## src/design/blc_pkg.sv

```systemverilog
package blc_pkg;

	// List size and the widths that follow from it.
	localparam int CAPACITY = 32;
	localparam int CIDX_W   = (CAPACITY > 1) ? $clog2(CAPACITY) : 1;
	localparam int CNT_W    = $clog2(CAPACITY + 1);

	// Fixed field widths of the item ports.
	localparam int ACT_W   = 2;
	localparam int VAL_W   = 32;
	localparam int POS_W   = 10;
	localparam int PLACE_W = 6;

	// Action codes carried by an input item.
	localparam logic [ACT_W-1:0] ACT_FRONT  = 2'd0;
	localparam logic [ACT_W-1:0] ACT_BACK   = 2'd1;
	localparam logic [ACT_W-1:0] ACT_REMOVE = 2'd2;

	// Operation broadcast to every cell of the row.
	typedef enum logic [2:0] {
		OP_HOLD,
		OP_FRONT,
		OP_BACK,
		OP_REMOVE,
		OP_ROTATE
	} cell_op_t;

	typedef struct packed {
		cell_op_t                  op;
		logic signed [VAL_W-1:0]   value;
		logic        [POS_W-1:0]   pos;
		logic        [CNT_W-1:0]   count;
	} cell_ctl_t;

	typedef enum logic {
		ST_IDLE,
		ST_DUMP
	} state_t;

endpackage

```

## src/design/blc_cell.sv

```systemverilog
module blc_cell import blc_pkg::*; (
	input  logic                     clk,
	input  cell_ctl_t                ctl,
	input  logic [CIDX_W-1:0]        idx,
	input  logic signed [VAL_W-1:0]  prev_val,
	input  logic signed [VAL_W-1:0]  next_val,
	input  logic signed [VAL_W-1:0]  head_val,
	output logic signed [VAL_W-1:0]  val_q
);

	logic [CNT_W-1:0]        idx_c;
	logic [POS_W-1:0]        idx_p;
	logic signed [VAL_W-1:0] val_d;

	assign idx_c = CNT_W'(idx);
	assign idx_p = POS_W'(idx);

	// Choose what this cell holds next, from the broadcast operation and its own place.
	always_comb begin
		val_d = val_q;
		unique case (ctl.op)
			OP_HOLD: val_d = val_q;
			OP_FRONT: val_d = prev_val;
			OP_BACK: begin
				if (idx_c == ctl.count) val_d = ctl.value;
			end
			OP_REMOVE: begin
				if (idx_p >= ctl.pos) val_d = next_val;
			end
			OP_ROTATE: begin
				// The last live cell takes the head so the list comes back in place.
				if (CNT_W'(idx_c + 1'b1) == ctl.count) val_d = head_val;
				else val_d = next_val;
			end
			default: val_d = val_q;
		endcase
	end

	always_ff @(posedge clk) begin
		val_q <= val_d;
	end

endmodule

```

## src/design/bounded_list_head_tail_delete_unit.sv

```systemverilog
// Bounded ordered list of up to CAPACITY signed values, held in a row of cells that each
// hold one element and pass values to their neighbours. An input item inserts at the
// front, inserts at the back or removes at a position; the edit is made in the whole
// row at once. The block then dumps the whole list from the front, one item per cycle
// while out_stall is low, by rotating the row through cell 0; the final item carries
// is_last, and an empty list gives a single item with list_empty set. The block takes
// no new item during a dump: input stall stays high until the last result item has
// been taken.
module bounded_list_head_tail_delete_unit import blc_pkg::*; (
	input  logic                      clk,
	input  logic                      arst_n,
	input  logic                      in_valid,
	output logic                      in_stall,
	input  logic [ACT_W-1:0]          action,
	input  logic signed [VAL_W-1:0]   value,
	input  logic [POS_W-1:0]          position,
	output logic                      out_valid,
	input  logic                      out_stall,
	output logic signed [VAL_W-1:0]   element,
	output logic [PLACE_W-1:0]        place,
	output logic                      is_last,
	output logic                      list_empty,
	output logic                      overflow
);

	state_t              state_q, state_d;
	logic [CNT_W-1:0]    count_q;
	logic [CIDX_W-1:0]   place_q;
	logic                ovf_q;
	cell_ctl_t           ctl;
	logic                in_acc, out_acc, full, rem_ok, empty;
	logic signed [VAL_W-1:0] vals [CAPACITY];

	assign in_acc  = in_valid && !in_stall;
	assign out_acc = out_valid && !out_stall;
	assign full    = (count_q == CNT_W'(CAPACITY));
	assign rem_ok  = (position < POS_W'(count_q));
	assign empty   = (count_q == '0);

	// Next state.
	always_comb begin
		state_d = state_q;
		unique case (state_q)
			ST_IDLE: if (in_acc) state_d = ST_DUMP;
			ST_DUMP: if (out_acc && is_last) state_d = ST_IDLE;
			default: state_d = ST_IDLE;
		endcase
	end

	// Handshake outputs and the operation sent along the row.
	always_comb begin
		in_stall  = (state_q != ST_IDLE);
		out_valid = (state_q == ST_DUMP);
		ctl.op    = OP_HOLD;
		ctl.value = value;
		ctl.pos   = position;
		ctl.count = count_q;
		if (in_acc) begin
			case (action)
				ACT_FRONT: ctl.op = full ? OP_HOLD : OP_FRONT;
				ACT_BACK: ctl.op = full ? OP_HOLD : OP_BACK;
				ACT_REMOVE: ctl.op = rem_ok ? OP_REMOVE : OP_HOLD;
				default: ctl.op = OP_HOLD;
			endcase
		end else if (out_acc && !empty) begin
			ctl.op = OP_ROTATE;
		end
	end

	// Result item fields come from the head cell, the dump counter and the element count.
	assign list_empty = empty;
	assign element    = empty ? '0 : vals[0];
	assign place      = PLACE_W'(place_q);
	assign is_last    = empty || (CNT_W'(CNT_W'(place_q) + 1'b1) == count_q);
	assign overflow   = ovf_q;

	// Control registers: state, element count, dump position and overflow flag.
	always_ff @(posedge clk or negedge arst_n) begin
		if (!arst_n) begin
			state_q <= ST_IDLE;
			count_q <= '0;
			place_q <= '0;
			ovf_q   <= 1'b0;
		end else begin
			state_q <= state_d;
			if (in_acc) begin
				place_q <= '0;
				ovf_q   <= (action == ACT_FRONT || action == ACT_BACK) && full;
				if ((action == ACT_FRONT || action == ACT_BACK) && !full) begin
					count_q <= CNT_W'(count_q + 1'b1);
				end else if (action == ACT_REMOVE && rem_ok) begin
					count_q <= CNT_W'(count_q - 1'b1);
				end
			end else if (out_acc) begin
				place_q <= CIDX_W'(place_q + 1'b1);
			end
		end
	end

	// The row of cells; cell 0 takes the new value on a front insert.
	for (genvar i = 0; i < CAPACITY; i++) begin : g_cell
		logic signed [VAL_W-1:0] prev_v, next_v;
		if (i == 0) begin : g_first
			assign prev_v = value;
		end else begin : g_mid
			assign prev_v = vals[i-1];
		end
		if (i == CAPACITY - 1) begin : g_end
			assign next_v = vals[i];
		end else begin : g_inner
			assign next_v = vals[i+1];
		end
		blc_cell u_cell (
			.clk      (clk),
			.ctl      (ctl),
			.idx      (CIDX_W'(i)),
			.prev_val (prev_v),
			.next_val (next_v),
			.head_val (vals[0]),
			.val_q    (vals[i])
		);
	end

endmodule

```

## config.mk

```make
export PLATFORM = sky130hd
export DESIGN_NAME = bounded_list_head_tail_delete_unit
export DESIGN_NICKNAME = d
export VERILOG_FILES = /design/src/design/blc_pkg.sv /design/src/design/blc_cell.sv /design/src/design/bounded_list_head_tail_delete_unit.sv
export SDC_FILE = /design/constraint.sdc
export NUM_CORES = 2
export LEC_CHECK = 0
export ABC_AREA = 1
export BUFFER_PORTS_ARGS = -buffer_cell sky130_fd_sc_hd__buf_4
export CAP_MARGIN = 20
export CORE_UTILIZATION = 30
export CTS_BUF_LIST = sky130_fd_sc_hd__clkbuf_4 sky130_fd_sc_hd__clkbuf_8
export DETAILED_ROUTE_END_ITERATION = 10
export GPL_ROUTABILITY_DRIVEN = 0
export PLACE_DENSITY = 0.47
export SLEW_MARGIN = 20
export SYNTH_ARGS = -nofsm -noshare
export SYNTH_HDL_FRONTEND = slang
export SYNTH_SLANG_ARGS = --single-unit
export TNS_END_PERCENT = 20
```

## constraint.sdc

```tcl
create_clock -name clk -period 10.9 [get_ports clk]
set_clock_uncertainty 0.15 [all_clocks]
set_input_delay 1.09 -clock clk [delete_from_list [all_inputs] [get_ports clk]]
set_output_delay 1.09 -clock clk [all_outputs]
set_load 0.03 [all_outputs]
```

# After elaboration in Yosys (flattened, before gate mapping)
# Cells that the tools add are included.
# classes
n_addsub	4
n_lt_le_gt_ge	32
eq_ne	105
n_mux	141
bitwise	1
reduce_logical	52
# ops
op	count
$pmux 32 s4	31
$mux 32	96
$ge 5x10->1 const A	15
$ne 2x1->1 const B	63
$eq 5x6->1 const A	16
$pmux 32 s3	1
$reduce_and 3->1	31
$ge 4x10->1 const A	8
$eq 4x6->1 const A	8
$ge 3x10->1 const A	4
$eq 3x6->1 const A	4
$ge 1x10->1 const A	2
$ge 2x10->1 const A	2
$eq 2x6->1 const A	2
$mux 6	2
$lt 10x6->1	1
$mux 5	2
$logic_and 1x1->1	7
$add 5x1->6 const B	1
$add 6x1->6 const B	1
$eq 1x6->1 const A	1
$eq 3x2->1 const B	2
$eq 6x6->1	1
$eq 6x6->1 const A	1
23 further kinds	33
# word_totals
register_bits	1037
output_inout_bits	43

# Depth between registers and ports, before layout
# depth
word_depth	8
depth_mapped	17
mapped_depth_nobuf	14

# By module
# From an unflattened synthesis, not the netlist that was laid out.
# hier_totals
cells_unflattened	14200
hier_area_um2	97572.3
# modules_own_cells
mod	n_inst	cells_each	area_each_um2
blc_cell at g_cell[10].u_cell ...	15	436	3114.2
blc_cell at g_cell[24].u_cell ...	16	437	2900.3
blc_cell at g_cell[0].u_cell	1	437	3027.9
bounded_list_head_tail_delete_unit	1	231	1426.4

# Least setup slack after synthesis
# OpenSTA, ideal clock, no wires.
# synth_path
kind	input to register
start	in position[5]
end	reg g_cell[12].u_cell.val_q[0], enable pin
setup_ns	0.422
arrival_time_ns	3.809
slack_ns	6.519
cell_stages	13
path_buffers	1
path_cell_list	ha_1 -> nand2_1 -> inv_1 -> nand2_1 -> nor2_1 -> nand2_1 -> nand3_1 -> nand2_2 -> nand2_2 -> nand3_2 -> inv_2 -> buf_2 -> nor2_1
# synth_via
elab_chain_len	7
word_cells_on_any_way	13
classes_between	order compare (2); eq/ne (6); mux (3); reduce/logical (2)
# synth_lines
element	line_no	text
start: declaration	bounded_list_head_tail_delete_unit.sv:16	input logic [POS_W-1:0] position,
$lt 10x6->1	bounded_list_head_tail_delete_unit.sv:37	assign rem_ok = (position < POS_W'(count_q));
$mux 2	bounded_list_head_tail_delete_unit.sv:62	ACT_REMOVE: ctl.op = rem_ok ? OP_REMOVE : OP_HOLD;
$pmux 2 s3	bounded_list_head_tail_delete_unit.sv:59	case (action)
$mux 3	bounded_list_head_tail_delete_unit.sv:58	if (in_acc) begin
$eq 3x2->1 (tied with other cells)	blc_cell.sv:21	unique case (ctl.op)
$ne 2x1->1 (no line) or $reduce_bool 4->1 (tied branches)	--	
$reduce_and 3->1 (no line) *	--	
end signal: assignment	blc_cell.sv:40	val_q <= val_d;
end: declaration	blc_cell.sv:8	output logic signed [VAL_W-1:0] val_q
# Mark *: on every way between the ends. The rest lies on a longest branch, timed or not.
# A chain may end at the register's enable or synchronous reset.

# Worst setup path in the final report
# layout_path
start	reg count_q[1]
end	reg g_cell[17].u_cell.val_q[3] (data pin)
# layout_via
elab_chain_len	7
word_cells_on_any_way	18
classes_between	order compare (1); eq/ne (6); mux (8); reduce/logical (3)
# layout_lines
element	line_no	text
start: declaration	bounded_list_head_tail_delete_unit.sv:27	logic [CNT_W-1:0] count_q;
start signal: assignment	bounded_list_head_tail_delete_unit.sv:90	count_q <= CNT_W'(count_q + 1'b1);
start signal: assignment	bounded_list_head_tail_delete_unit.sv:92	count_q <= CNT_W'(count_q - 1'b1);
parallel branches: the longest is 6 deep, another holds $lt 10x6->1	--	
$pmux 32 s4 *	blc_cell.sv:21	
named net g_cell[17].u_cell.val_d[3]	blc_cell.sv:13	logic signed [VAL_W-1:0] val_d;
end signal: assignment	blc_cell.sv:40	
end: declaration	blc_cell.sv:8	
# Mark *: on every way through the listed nets, which the timed path passes.

==> results.sh <==
export IMPL_status="complete, no violations"
export IMPL_critPathMaxStageDelay_ps=870
export IMPL_rows=178
export IMPL_period_minus_slack_ps=6139
export IMPL_p_per_area_nw_per_um2=138.1
export IMPL_p_total_mw=10.59
export IMPL_vias=71844
export IMPL_end_kind="register"
export IMPL_routed_wl_mm=293.7
export IMPL_ys_ff_latch=1037
export IMPL_clk_path_buf_depth=3
export IMPL_clk_latency_ps=960
export IMPL_layout_drive_gt1_share=0.07659
export IMPL_worst_pin_slew_ps=1226
export IMPL_grt_util_all_layers=0.2380
export IMPL_critPathKind="reg -> reg"
export IMPL_crit_path_frequent_cell="buf_4"
export IMPL_path_clk_slew_ps=60
export IMPL_finish_utilization=0.3257
export IMPL_grt_pass1_wl_mm=438.0
export IMPL_io_pins=91
export IMPL_drtPass1Iterations=8
export IMPL_ir_worst_vdd_mv=0.1063
export IMPL_yosysMostFrequentCell="nand2_1"
export IMPL_start_util=0.3020
export IMPL_final_area_um2=76680
export IMPL_critical_path_endpoint="g_cell[17].u_cell.val_q[3]"
export IMPL_syn_avg_cell_area_um2=7.321
export IMPL_hold_slack_ps=219.5
export IMPL_max_clock_freq_ghz=0.1629
export IMPL_cts_root_buffer="clkbuf_8"
export IMPL_die_height_um=488.8
export IMPL_cp_cell_sequence="inv_1 > ha_1 > nand2_2 > inv_2 > nand2_4 > nand2_8 > buf_4 > buf_4 > buf_4 > a21oi_1 > o21ai_0 > nand2_1 > nor2_1 > nand2_1"
export IMPL_synth_top_area_share=0.4325
export IMPL_overflow=0
export IMPL_cap_violations=0
export IMPL_syn_instance_count=9711
export IMPL_worstRegToRegCells=14
export IMPL_area_delta_synth_final_pct=7.851
export IMPL_grt_setup_unrepaired="no"
export IMPL_period_share=0.5632
export IMPL_cpMaxStageDelayCell="buf_4"
export IMPL_routed_via_density=5.777
export IMPL_timing_rr_start="count_q[1]"
export IMPL_min_delay_start="action[1]"
export IMPL_ant_nets=0
export IMPL_critPathMaxFanout=115
export IMPL_worstPathRequired_ps=11450
export IMPL_drc=0
export IMPL_syn_nets=9769
export IMPL_setup_viol=0
export IMPL_port_buffers=89
export IMPL_wl_per_cell_um=23.62
export IMPL_slew_headroom=0.1829
export IMPL_ys_top_cells_by_count="nand2_1, nand3_1, nor2_1"
export IMPL_place_area_um2=72670
export IMPL_hold_viol_final=0
export IMPL_hold_depth=2
export IMPL_n_fill_cell=25174
export IMPL_rrSetupSlack_ps=4760
export IMPL_fin_setup_tns_ps=0
export IMPL_core_um2=235400
export IMPL_ys_flop_type="edfxtp_1"
export IMPL_cts_buffers=202
export IMPL_worstSetupStartpointType="register"
export IMPL_post_cts_buffers=0
export IMPL_grt_pass1_vias=67205
export IMPL_synth_area_top_cells="edfxtp_1, nand2_1, nand4_1, nand3_1, o21ai_0"
export IMPL_yosys_warnings=0
export IMPL_cp_startpoint="count_q[1]"
export IMPL_synthArstFlopShare=0.01254
export IMPL_htree_levels=4
export IMPL_first_iter_violations=8911
export IMPL_dieArea_um2=238900
export IMPL_cp_data_arrival_time_ps=6680
export IMPL_post_dp_hpwl_mm=158.7
export IMPL_cts_sinks=1037
export IMPL_grt_max_degree=199
export IMPL_nNetsFinal=9172
export IMPL_leakage_nw=32.23
export IMPL_antenna_found_initial=10
export IMPL_yosysTopAreaCell="edfxtp_1"
export IMPL_synth_edf_count=1024
export IMPL_finalMaxSlewViolations=0
export IMPL_syn_area_um2=71090
export IMPL_yosysSeqAreaShare=0.4371
export IMPL_die_w_um=488.8
export IMPL_hold_class="in -> reg"
export IMPL_synth_distinct_cells=38
export IMPL_cts_tree="done"
export IMPL_rr_endpoint="g_cell[17].u_cell.val_q[3]"
## metal layers
| metal | vias to the layer above | global-route usage | share of wire |
|---|---|---|---|
| li1 | 32981 | - | - |
| met5 | - | 0 | 0.000044 |
| met1 | 35169 | 0.3297 | 0.44 |
| met3 | 420 | 0.03971 | 0.084 |
| met4 | 2 | 0.07205 | 0.026 |
| met2 | 3272 | 0.3771 | 0.45 |
## power by group
part	internal [mW]	switching, mW
Combinational	0.457	0.996
Sequential	4.82	0.270
Clock	2.12	1.92
Total	7.40	3.19
## flip-flops by register name (all words and copies together) (netlist names)
name	flops
place_q	5
count_q	6
g_cell.u_cell.val_q	1024
overflow	1
in_stall	1
## worst max-delay path: cells and delay by family, from the launching register on
| family | cells | cell delay, ps |
|---|---|---|
| buffers and inverters | 5 | 2850 |
| and+or+nand+nor | 6 | 1590 |
| DFF | 1 | 460 |
| adders and majority gates | 1 | 430 |
| AOI/OAI and AO/OA | 2 | 210 |
## worst min path at each step
stage / to / slack, ps
2_1_floorplan: g_cell[0].u_cell.val_q[15] / 360
3_3_place_gp: overflow / 330
3_5_place_dp: overflow / 330
4_1_cts: overflow / 130
5_1_grt: overflow / 190
6_report: overflow / 220
## kinds of logic after synthesis
family          count (synthesis)  synth area share
simple gates                 5405            0.3434
buf+inv                      1377           0.08446
compound gates               1875            0.1325
fa+ha+maj                      10          0.001760
other cells                     1        0.00005275
flops                        1037            0.4371
xor+xnor                        6         0.0007392
## stage by stage
| step | instances | setup slack [ps] |
|---|---|---|
| after detailed placement | 12056 | 4478 |
| after floorplan | 9711 | 6519 |
| after global placement | 12054 | 4467 |
| final | 12437 | 4761 |
| after global routing | 12436 | 4430 |
| after CTS | 12430 | 4853 |
## placed cells by master (no fill, tap or decap), types with 209 or more instances in the layout
master and instances:
o21ai_0 997, edfxtp_1 1024, nand3_1 1187, buf_4 237
a21oi_1 855, nor2_1 1103, inv_1 253, nand2_1 2041
clkbuf_8 209, nand4_1 989
## layout make-up
class	instances	area [um2]	share of cell area
Inverter	323	1229	0.01602
Sequential cell	1037	31070	0.4053
Timing Repair Buffer	253	2087	0.02722
Clock buffer	294	3515	0.04584
Clock inverter	79	422.9	0.005515
Multi-Input combinational cell	7297	34400	0.4486
Antenna cell	4	10.01	0.0001305
Tap cell	3150	3941	0.05140
## what timing repair did
item	4_1_cts	5_1_grt
gates resized for setup	0	0
endpoints found under the hold margin	13	0
hold buffers	1	0
Power figures use the tool's default switching activity.
